## config.mk

```make
export PLATFORM = sky130hd
export DESIGN_NAME = pair_sum_address_generator
export DESIGN_NICKNAME = d
export VERILOG_FILES = /design/src/design/psag_pkg.sv /design/src/design/psag_ram.sv /design/src/design/pair_sum_address_generator.sv
export SDC_FILE = /design/constraint.sdc
export NUM_CORES = 2
export LEC_CHECK = 0
export BUFFER_PORTS_ARGS = -buffer_cell sky130_fd_sc_hd__buf_2
export CAP_MARGIN = 20
export CORE_MARGIN = 2
export CORE_UTILIZATION = 30
export DETAILED_ROUTE_END_ITERATION = 10
export SETUP_SLACK_MARGIN = 0.1
export SKIP_CTS_REPAIR_TIMING = 1
export SLEW_MARGIN = 40
export SYNTH_ARGS = -nofsm -noshare
export SYNTH_HDL_FRONTEND = slang
export SYNTH_SLANG_ARGS = --single-unit
```

## constraint.sdc

```tcl
create_clock -name aclk -period 7.81 [get_ports aclk]
set_clock_uncertainty 0.15 [all_clocks]
set_input_delay 1.562 -clock aclk [delete_from_list [all_inputs] [get_ports aclk]]
set_output_delay 1.562 -clock aclk [all_outputs]
set_load 0.1 [all_outputs]
```

## src/design/psag_pkg.sv

```systemverilog
// Package for the pair-sum address generator.
// Holds the item structs, field widths, list depth and register indexes.
// No dependencies.
`default_nettype none

package psag_pkg;

    localparam int MAX_LIST = 32;
    localparam int RANK_W   = 24;
    localparam int ADDR_W   = 32;
    localparam int LIMIT_W  = 13;
    localparam int ENTRY_W  = 25;
    localparam int CFG_W    = 32;
    localparam int CFG_IDX_W = 2;
    localparam int IDX_W    = (MAX_LIST > 1) ? $clog2(MAX_LIST) : 1;
    localparam int CNT_W    = $clog2(MAX_LIST + 1);

    localparam logic [CFG_IDX_W-1:0] REG_PAIR_LIMIT     = 2'd0;
    localparam logic [CFG_IDX_W-1:0] REG_TABLE_ENTRIES  = 2'd1;
    localparam logic [CFG_IDX_W-1:0] REG_SINGLE_ENTRIES = 2'd2;
    localparam logic [CFG_IDX_W-1:0] REG_PLAIN_BASE     = 2'd3;

    typedef struct packed {
        logic [RANK_W-1:0] item_rank;
        logic              list_end;
    } in_item_t;

    typedef struct packed {
        logic [ADDR_W-1:0] address;
        logic              is_pair;
        logic              last;
    } out_item_t;

endpackage

`default_nettype wire

```

## src/design/psag_ram.sv

```systemverilog
// Generic single-write, single-read RAM with registered read data.
// Used as the plain-address buffer. No dependencies.
`default_nettype none

module psag_ram #(
    parameter int WIDTH = 8,
    parameter int DEPTH = 32
) (
    input  wire logic                           clk,
    input  wire logic                           wr_en,
    input  wire logic [$clog2(DEPTH > 1 ? DEPTH : 2)-1:0] wr_addr,
    input  wire logic [WIDTH-1:0]               wr_data,
    input  wire logic                           rd_en,
    input  wire logic [$clog2(DEPTH > 1 ? DEPTH : 2)-1:0] rd_addr,
    output logic      [WIDTH-1:0]               rd_data
);

    logic [WIDTH-1:0] mem [DEPTH];

    always_ff @(posedge clk) begin
        if (wr_en) begin
            mem[wr_addr] <= wr_data;
        end
        if (rd_en) begin
            rd_data <= mem[rd_addr];
        end
    end

endmodule

`default_nettype wire

```

## src/design/pair_sum_address_generator.sv

```systemverilog
// Pair-sum address generator, top level.
// Depends on psag_pkg and psag_ram.
//
// Usage:
//  s_ channel takes one rank per item; list_end marks the final rank of a list.
//  m_ channel gives addresses; last marks the final address of a list.
//  cfg_we/cfg_index/cfg_wdata write pair_limit, table_entries, single_entries
//  and plain_base; write them only while the block is idle.
// Timing:
//  The first rank of a pair is only taken and held.
//  A second rank, or a lone rank with list_end, passes through capture,
//  evaluation with the multiplier and two result slots.
//  If the buffer holds addresses, a list end then reads it: a RAM read step, then
//  one buffered address per cycle while m_ is free. The buffer RAM port sets that flush rate.
//  Results enter the output register in the slot and flush steps before they appear on m_.
// Reset: resets the state, configuration, held-rank flag, buffer fill count and output valid.
//  The buffer RAM itself is not cleared; the fill count guards it.
// Stall: a held output keeps its value; the block waits in its current step and
//  s_ready stays low until the item's results have all entered the output register.
`default_nettype none

module pair_sum_address_generator
    import psag_pkg::*;
(
    input  wire logic                 aclk,
    input  wire logic                 aresetn,
    input  wire logic                 s_valid,
    output logic                      s_ready,
    input  wire in_item_t             s_item,
    output logic                      m_valid,
    input  wire logic                 m_ready,
    output out_item_t                 m_item,
    input  wire logic                 cfg_we,
    input  wire logic [CFG_IDX_W-1:0] cfg_index,
    input  wire logic [CFG_W-1:0]     cfg_wdata
);

    localparam logic [2:0] S_IDLE  = 3'd0;
    localparam logic [2:0] S_EVAL  = 3'd1;
    localparam logic [2:0] S_SLOT0 = 3'd2;
    localparam logic [2:0] S_SLOT1 = 3'd3;
    localparam logic [2:0] S_FREAD = 3'd4;
    localparam logic [2:0] S_FOUT  = 3'd5;

    localparam logic [1:0] K_NONE = 2'd0;
    localparam logic [1:0] K_OUT  = 2'd1;
    localparam logic [1:0] K_BUF  = 2'd2;

    localparam int PROD_W = 2 * LIMIT_W + 1;

    logic [2:0]          state_reg;
    logic [LIMIT_W-1:0]  pair_limit_reg;
    logic [ENTRY_W-1:0]  table_entries_reg;
    logic [ENTRY_W-1:0]  single_entries_reg;
    logic [ADDR_W-1:0]   plain_base_reg;

    logic [RANK_W-1:0]   held_rank_reg;
    logic                held_valid_reg;
    logic [RANK_W-1:0]   a_reg;
    logic [RANK_W-1:0]   b_reg;
    logic                pair_reg;
    logic                end_reg;

    logic [PROD_W-1:0]   prod_reg;
    logic [1:0]          kind0_reg;
    logic [1:0]          kind1_reg;
    logic [ADDR_W-1:0]   addr0_reg;
    logic [ADDR_W-1:0]   addr1_reg;
    logic                pair_ok_reg;
    logic                flush_any_reg;

    logic [CNT_W-1:0]    count_reg;
    logic [IDX_W-1:0]    idx_reg;
    logic                m_valid_reg;
    out_item_t           m_item_reg;

    logic                s_accept;
    logic                out_free;
    logic                push;
    out_item_t           push_item;
    logic                wr_en;
    logic [IDX_W-1:0]    wr_addr;
    logic [RANK_W-1:0]   wr_data;
    logic                rd_en;
    logic [IDX_W-1:0]    rd_addr;
    logic [RANK_W-1:0]   rd_data;
    logic                buf_room;
    logic                flush_last;

    logic                both_ok;
    logic [LIMIT_W:0]    mul_rhs;
    logic [1:0]          kind0_eval;
    logic [1:0]          kind1_eval;
    logic [ADDR_W-1:0]   pair_addr;

    function automatic logic [1:0] lone_kind(
        input logic [RANK_W-1:0]  r,
        input logic [ENTRY_W-1:0] single_n,
        input logic [ENTRY_W-1:0] table_n
    );
        logic [1:0] k;
        if ({1'b0, r} < single_n) begin
            k = K_OUT;
        end else if ({1'b0, r} < table_n) begin
            k = K_BUF;
        end else begin
            k = K_OUT;
        end
        return k;
    endfunction

    function automatic logic [ADDR_W-1:0] lone_addr(
        input logic [RANK_W-1:0]  r,
        input logic [ENTRY_W-1:0] single_n,
        input logic [ENTRY_W-1:0] table_n
    );
        logic [ADDR_W-1:0] v;
        if ({1'b0, r} < single_n) begin
            v = ADDR_W'(r);
        end else begin
            v = ADDR_W'(r) - ADDR_W'(table_n);
        end
        return v;
    endfunction

    assign s_ready  = (state_reg == S_IDLE);
    assign s_accept = s_valid && s_ready;
    assign out_free = !m_valid_reg || m_ready;
    assign m_valid  = m_valid_reg;
    assign m_item   = m_item_reg;
    assign buf_room = (count_reg < CNT_W'(MAX_LIST));
    assign flush_last = ((CNT_W'(idx_reg) + CNT_W'(1)) == count_reg);

    // evaluation of a captured pair or lone rank
    assign both_ok = pair_reg && (a_reg <= RANK_W'(pair_limit_reg))
                     && (b_reg <= RANK_W'(pair_limit_reg));
    assign mul_rhs = {pair_limit_reg, 1'b0} - (LIMIT_W+1)'(1) - (LIMIT_W+1)'(a_reg);

    always_comb begin
        if (both_ok) begin
            kind0_eval = K_OUT;
        end else if (pair_reg) begin
            kind0_eval = lone_kind(a_reg, single_entries_reg, table_entries_reg);
        end else begin
            kind0_eval = K_NONE;
        end
        if (both_ok) begin
            kind1_eval = K_NONE;
        end else begin
            kind1_eval = lone_kind(b_reg, single_entries_reg, table_entries_reg);
        end
    end

    assign pair_addr = ADDR_W'(single_entries_reg) + ADDR_W'(prod_reg[PROD_W-1:1])
                       + ADDR_W'(b_reg) - ADDR_W'(a_reg) - ADDR_W'(1);

    always_comb begin
        push      = 1'b0;
        push_item = '0;
        wr_en     = 1'b0;
        wr_data   = a_reg;
        rd_en     = 1'b0;
        rd_addr   = idx_reg;
        case (state_reg)
            S_SLOT0: begin
                if (kind0_reg == K_OUT && out_free) begin
                    push              = 1'b1;
                    push_item.address = pair_ok_reg ? pair_addr : addr0_reg;
                    push_item.is_pair = pair_ok_reg;
                    push_item.last    = end_reg && (kind1_reg != K_OUT) && !flush_any_reg;
                end
                if (kind0_reg == K_BUF && buf_room) begin
                    wr_en = 1'b1;
                end
            end
            S_SLOT1: begin
                wr_data = b_reg;
                if (kind1_reg == K_OUT && out_free) begin
                    push              = 1'b1;
                    push_item.address = addr1_reg;
                    push_item.is_pair = 1'b0;
                    push_item.last    = end_reg && !flush_any_reg;
                end
                if (kind1_reg == K_BUF && buf_room) begin
                    wr_en = 1'b1;
                end
            end
            S_FREAD: begin
                rd_en   = 1'b1;
                rd_addr = '0;
            end
            S_FOUT: begin
                if (out_free) begin
                    push              = 1'b1;
                    push_item.address = ADDR_W'(rd_data) + plain_base_reg;
                    push_item.is_pair = 1'b0;
                    push_item.last    = flush_last;
                    rd_en             = !flush_last;
                    rd_addr           = idx_reg + IDX_W'(1);
                end
            end
            default: begin
            end
        endcase
    end

    assign wr_addr = count_reg[IDX_W-1:0];

    psag_ram #(
        .WIDTH (RANK_W),
        .DEPTH (MAX_LIST)
    ) u_plain_buf (
        .clk     (aclk),
        .wr_en   (wr_en),
        .wr_addr (wr_addr),
        .wr_data (wr_data),
        .rd_en   (rd_en),
        .rd_addr (rd_addr),
        .rd_data (rd_data)
    );

    // configuration registers
    always_ff @(posedge aclk) begin
        if (!aresetn) begin
            pair_limit_reg     <= '0;
            table_entries_reg  <= ENTRY_W'(1);
            single_entries_reg <= '0;
            plain_base_reg     <= '0;
        end else if (cfg_we) begin
            case (cfg_index)
                REG_PAIR_LIMIT:     pair_limit_reg     <= cfg_wdata[LIMIT_W-1:0];
                REG_TABLE_ENTRIES:  table_entries_reg  <= cfg_wdata[ENTRY_W-1:0];
                REG_SINGLE_ENTRIES: single_entries_reg <= cfg_wdata[ENTRY_W-1:0];
                REG_PLAIN_BASE:     plain_base_reg     <= cfg_wdata;
                default: begin
                end
            endcase
        end
    end

    // payload registers
    always_ff @(posedge aclk) begin
        if (s_accept) begin
            a_reg   <= held_rank_reg;
            b_reg   <= s_item.item_rank;
            pair_reg <= held_valid_reg;
            end_reg <= s_item.list_end;
        end
        if (state_reg == S_EVAL) begin
            prod_reg      <= PROD_W'(a_reg[LIMIT_W-1:0] * mul_rhs);
            kind0_reg     <= kind0_eval;
            kind1_reg     <= kind1_eval;
            addr0_reg     <= lone_addr(a_reg, single_entries_reg, table_entries_reg);
            addr1_reg     <= lone_addr(b_reg, single_entries_reg, table_entries_reg);
            pair_ok_reg   <= both_ok;
            flush_any_reg <= (count_reg != '0) || (kind0_eval == K_BUF)
                             || (kind1_eval == K_BUF);
        end
        if (push) begin
            m_item_reg <= push_item;
        end
        if (s_accept && !held_valid_reg && !s_item.list_end) begin
            held_rank_reg <= s_item.item_rank;
        end
    end

    // control
    always_ff @(posedge aclk) begin
        if (!aresetn) begin
            state_reg      <= S_IDLE;
            held_valid_reg <= 1'b0;
            count_reg      <= '0;
            idx_reg        <= '0;
            m_valid_reg    <= 1'b0;
        end else begin
            if (push) begin
                m_valid_reg <= 1'b1;
            end else if (m_ready) begin
                m_valid_reg <= 1'b0;
            end
            if (wr_en) begin
                count_reg <= count_reg + CNT_W'(1);
            end
            case (state_reg)
                S_IDLE: begin
                    if (s_accept) begin
                        if (held_valid_reg || s_item.list_end) begin
                            held_valid_reg <= 1'b0;
                            state_reg      <= S_EVAL;
                        end else begin
                            held_valid_reg <= 1'b1;
                        end
                    end
                end
                S_EVAL: begin
                    state_reg <= S_SLOT0;
                end
                S_SLOT0: begin
                    if (!(kind0_reg == K_OUT && !out_free)) begin
                        state_reg <= S_SLOT1;
                    end
                end
                S_SLOT1: begin
                    if (!(kind1_reg == K_OUT && !out_free)) begin
                        state_reg <= (end_reg && flush_any_reg) ? S_FREAD : S_IDLE;
                    end
                end
                S_FREAD: begin
                    idx_reg   <= '0;
                    state_reg <= S_FOUT;
                end
                S_FOUT: begin
                    if (out_free) begin
                        if (flush_last) begin
                            count_reg <= '0;
                            state_reg <= S_IDLE;
                        end else begin
                            idx_reg <= idx_reg + IDX_W'(1);
                        end
                    end
                end
                default: begin
                    state_reg <= S_IDLE;
                end
            endcase
        end
    end

endmodule

`default_nettype wire

```

==> summary.txt <==
Outcome -> finished clean
F_max -> 134.1 MHz
Drt first-iter violations -> 2647
GRT met3 Usage -> 1.773%
DP Area -> 0.06141 mm2
Avg Vias per Cell -> 4.938
#FFs+latches synth -> 1095
Vias -> 35682
Final instance area -> 0.06563 mm2
Post-synthesis sequential area ratio -> 55.51%
Syn Nets -> 4951
CP top delay family -> adder cells
Die area -> 0.1943 mm2
Congestion Overflow GR -> 0
CP dominant cell by count -> fa_1
Largest register FFs -> 768
Post-synth top area cell -> edfxtp_1
CP max stage delay -> 520 ps
Starting density of the core -> 30.16%
Gr usage total -> 15.88%
Clk root buf -> clkbuf_16
Met2 usage -> 27.77%
Latest clock arrival within the worst-skew pair -> 740 ps
Core Box Area -> 0.1898 mm2
Fin crit share -> 95.46%
Critical path fanouts, max -> 5
Number of enable flip-flop cells after synthesis -> 984
Area grow syn2layout -> 14.67%
Drt total wl -> 155400 um
Worst Tran Pin Value -> 927.0 ps
Max transition margin -> 37.42%
Pleak -> 24.00 nW
Worst hold slack -> 253.8 ps
Power Density -> 390.1 mW/mm2
Avg WL per Cell -> 21.51 um
GP Congestion -> 0.8959
Max Cap Viol -> 0
Total iterations of the first detailed-routing run -> 5
DRC Markers -> 0
CP Data Required Time -> 8080 ps
Final core occ -> 34.58%
Most used routing layer -> met2
Ports -> 100
CTS Buffer Depth -> 3
Cells taking the most area after synthesis -> edfxtp_1 52%, mux4_2 7.6%, fa_1 6.4%
Largest net degree at the start of global routing -> 132
Ys flop type -> edfxtp_1
Yosys top cell area share -> 51.63%
Clock sinks -> 1095
Async S/R FF share, synth -> 0%
Vias in the first global route -> 36277
Total power -> 25.60 mW
Synthesized area -> 0.05723 mm2
Startpoint types -> flip-flop
Die X -> 440.8 um
First-pass GRT wire length -> 232700 um
Slew Limit Fails -> 0
Slowest CP cell -> fa_1
Buf/Inv on CP -> 5
Post-route setup TNS -> 0 ps
Fin nets -> 5117
Crit path DAT -> 7720 ps
Unrepaired setup endpoints after global routing -> yes
DRT antenna net count -> 0
Commonest non-fill, non-tap cell in the layout -> edfxtp_1
Syn_area_per_cell -> 12.90 um2
Met1 usage -> 19.96%
# rows -> 160
CP Capture Type -> flip-flop
Initial antenna violation count -> 20
Synth warnings -> 0
Hpwl dp -> 107600 um
CTS tree -> built
Commonest cells after routing, fill and taps aside -> 984 x edfxtp_1, 634 x nand2_1, 351 x inv_1, 262 x ha_1, 192 x mux4_2
Die Y -> 440.8 um
Final Hold Fails -> 0
Worst hold path type -> reg -> reg
Unique masters post-synth -> 90
Peak VDD IR -> 0.5969 mV
# setup viols final -> 0
Clock transition at path regs -> 80 ps
I/O Buffers -> 99
Share of cells above drive strength 1 -> 15.95%
Total CTS buffers -> 115
Post-Syn Instances -> 4437
H-tree level count -> 3
Tmin final -> 7455 ps
Crit Path Class -> reg -> reg
worst paths after layout:
check | from | endpoint | cells past startpoint | slack (ps)
setup / recovery | a_reg[1]$_DFFE_PP_ | prod_reg[26]$_DFFE_PP_ | 32 | 350
setup reg to reg | a_reg[1]$_DFFE_PP_ | prod_reg[26]$_DFFE_PP_ | 32 | 350
hold reg to reg | held_rank_reg[17]$_DFFE_PP_ | a_reg[17]$_DFFE_PP_ | 0 | 250
hold / removal | held_rank_reg[17]$_DFFE_PP_ | a_reg[17]$_DFFE_PP_ | 0 | 250
power by group:
group	switching, mW	leakage (nW)	total, mW	internal, mW
clock	2.36	1.84	5.51	3.15
sequential	0.217	9.85	7.41	7.19
combinational	7.46	12.3	12.7	5.23
total	10.0	24.0	25.6	15.6
Yosys cell counts (all sizes together), types with 7 or more instances:
library cell and instances:
o21bai 14, nand2 636, a31oi 18, a211o 7
fa 184, nor3b 8, ha 266, a22oi 16
a221o 7, a31o 10, edfxtp 984, o21ai 181
o221ai 7, clkbuf 152, mux4 192, o211ai 10
buf 33, a21o 51, nand4 19, xor2 43
nor4 12, mux2 13, mux2i 11, a211oi 27
nor2 167, xnor2 105, and3 16, nand2b 22
dfxtp 111, nand3 162, nor3 55, nand3b 7
or2 15, or3 13, a21oi 146, and4 7
inv 358, and2 108, o21a 25, o2111ai 8
a21boi 95, nor2b 37
worst register-to-register path: cells and delay by family (launching register included):
kind | cells | cell delay, ps
AO/OA/AOI/OAI | 11 | 2080
XOR/XNOR | 2 | 260
adder cells (fa/ha/maj) | 8 | 3250
buffers and inverters | 5 | 250
flip-flops | 1 | 350
AND/OR/NAND/NOR | 6 | 790
logic make-up after synthesis:
family	count (synthesis)	share of synthesized area, %
AND/OR/NAND/NOR	1301	10.42
flip-flops	1095	55.51
AO/OA/AOI/OAI	684	7.851
buffers and inverters	543	3.695
adder cells (fa/ha/maj)	450	12.25
multiplexers	216	8.004
XOR/XNOR	148	2.265
layout make-up:
cell class	count	area [um2]
fill	18338	124200
sequential	1095	31770
multi-input combinational	2799	23850
tap	2511	3142
clock buffer	141	3007
timing repair buffer	234	1677
inverter	358	1344
clock inverter	76	808.3
antenna	12	30.03
stage by stage:
stage	cells	setup WS, ps
5_1_grt	7217	-15.62
3_3_place_gp	6974	18.87
6_report	7226	354.9
2_1_floorplan	4437	113.6
4_1_cts	7195	-110.8
3_5_place_dp	6978	-45.34
metal layers:
metal  vias up  wire length [um]
met5         -                 0
met4         0              6004
met3       278              6462
met2       915             78670
met1     18012             64280
li1      16477                 -
No activity file was read; power rests on OpenSTA's default activity.
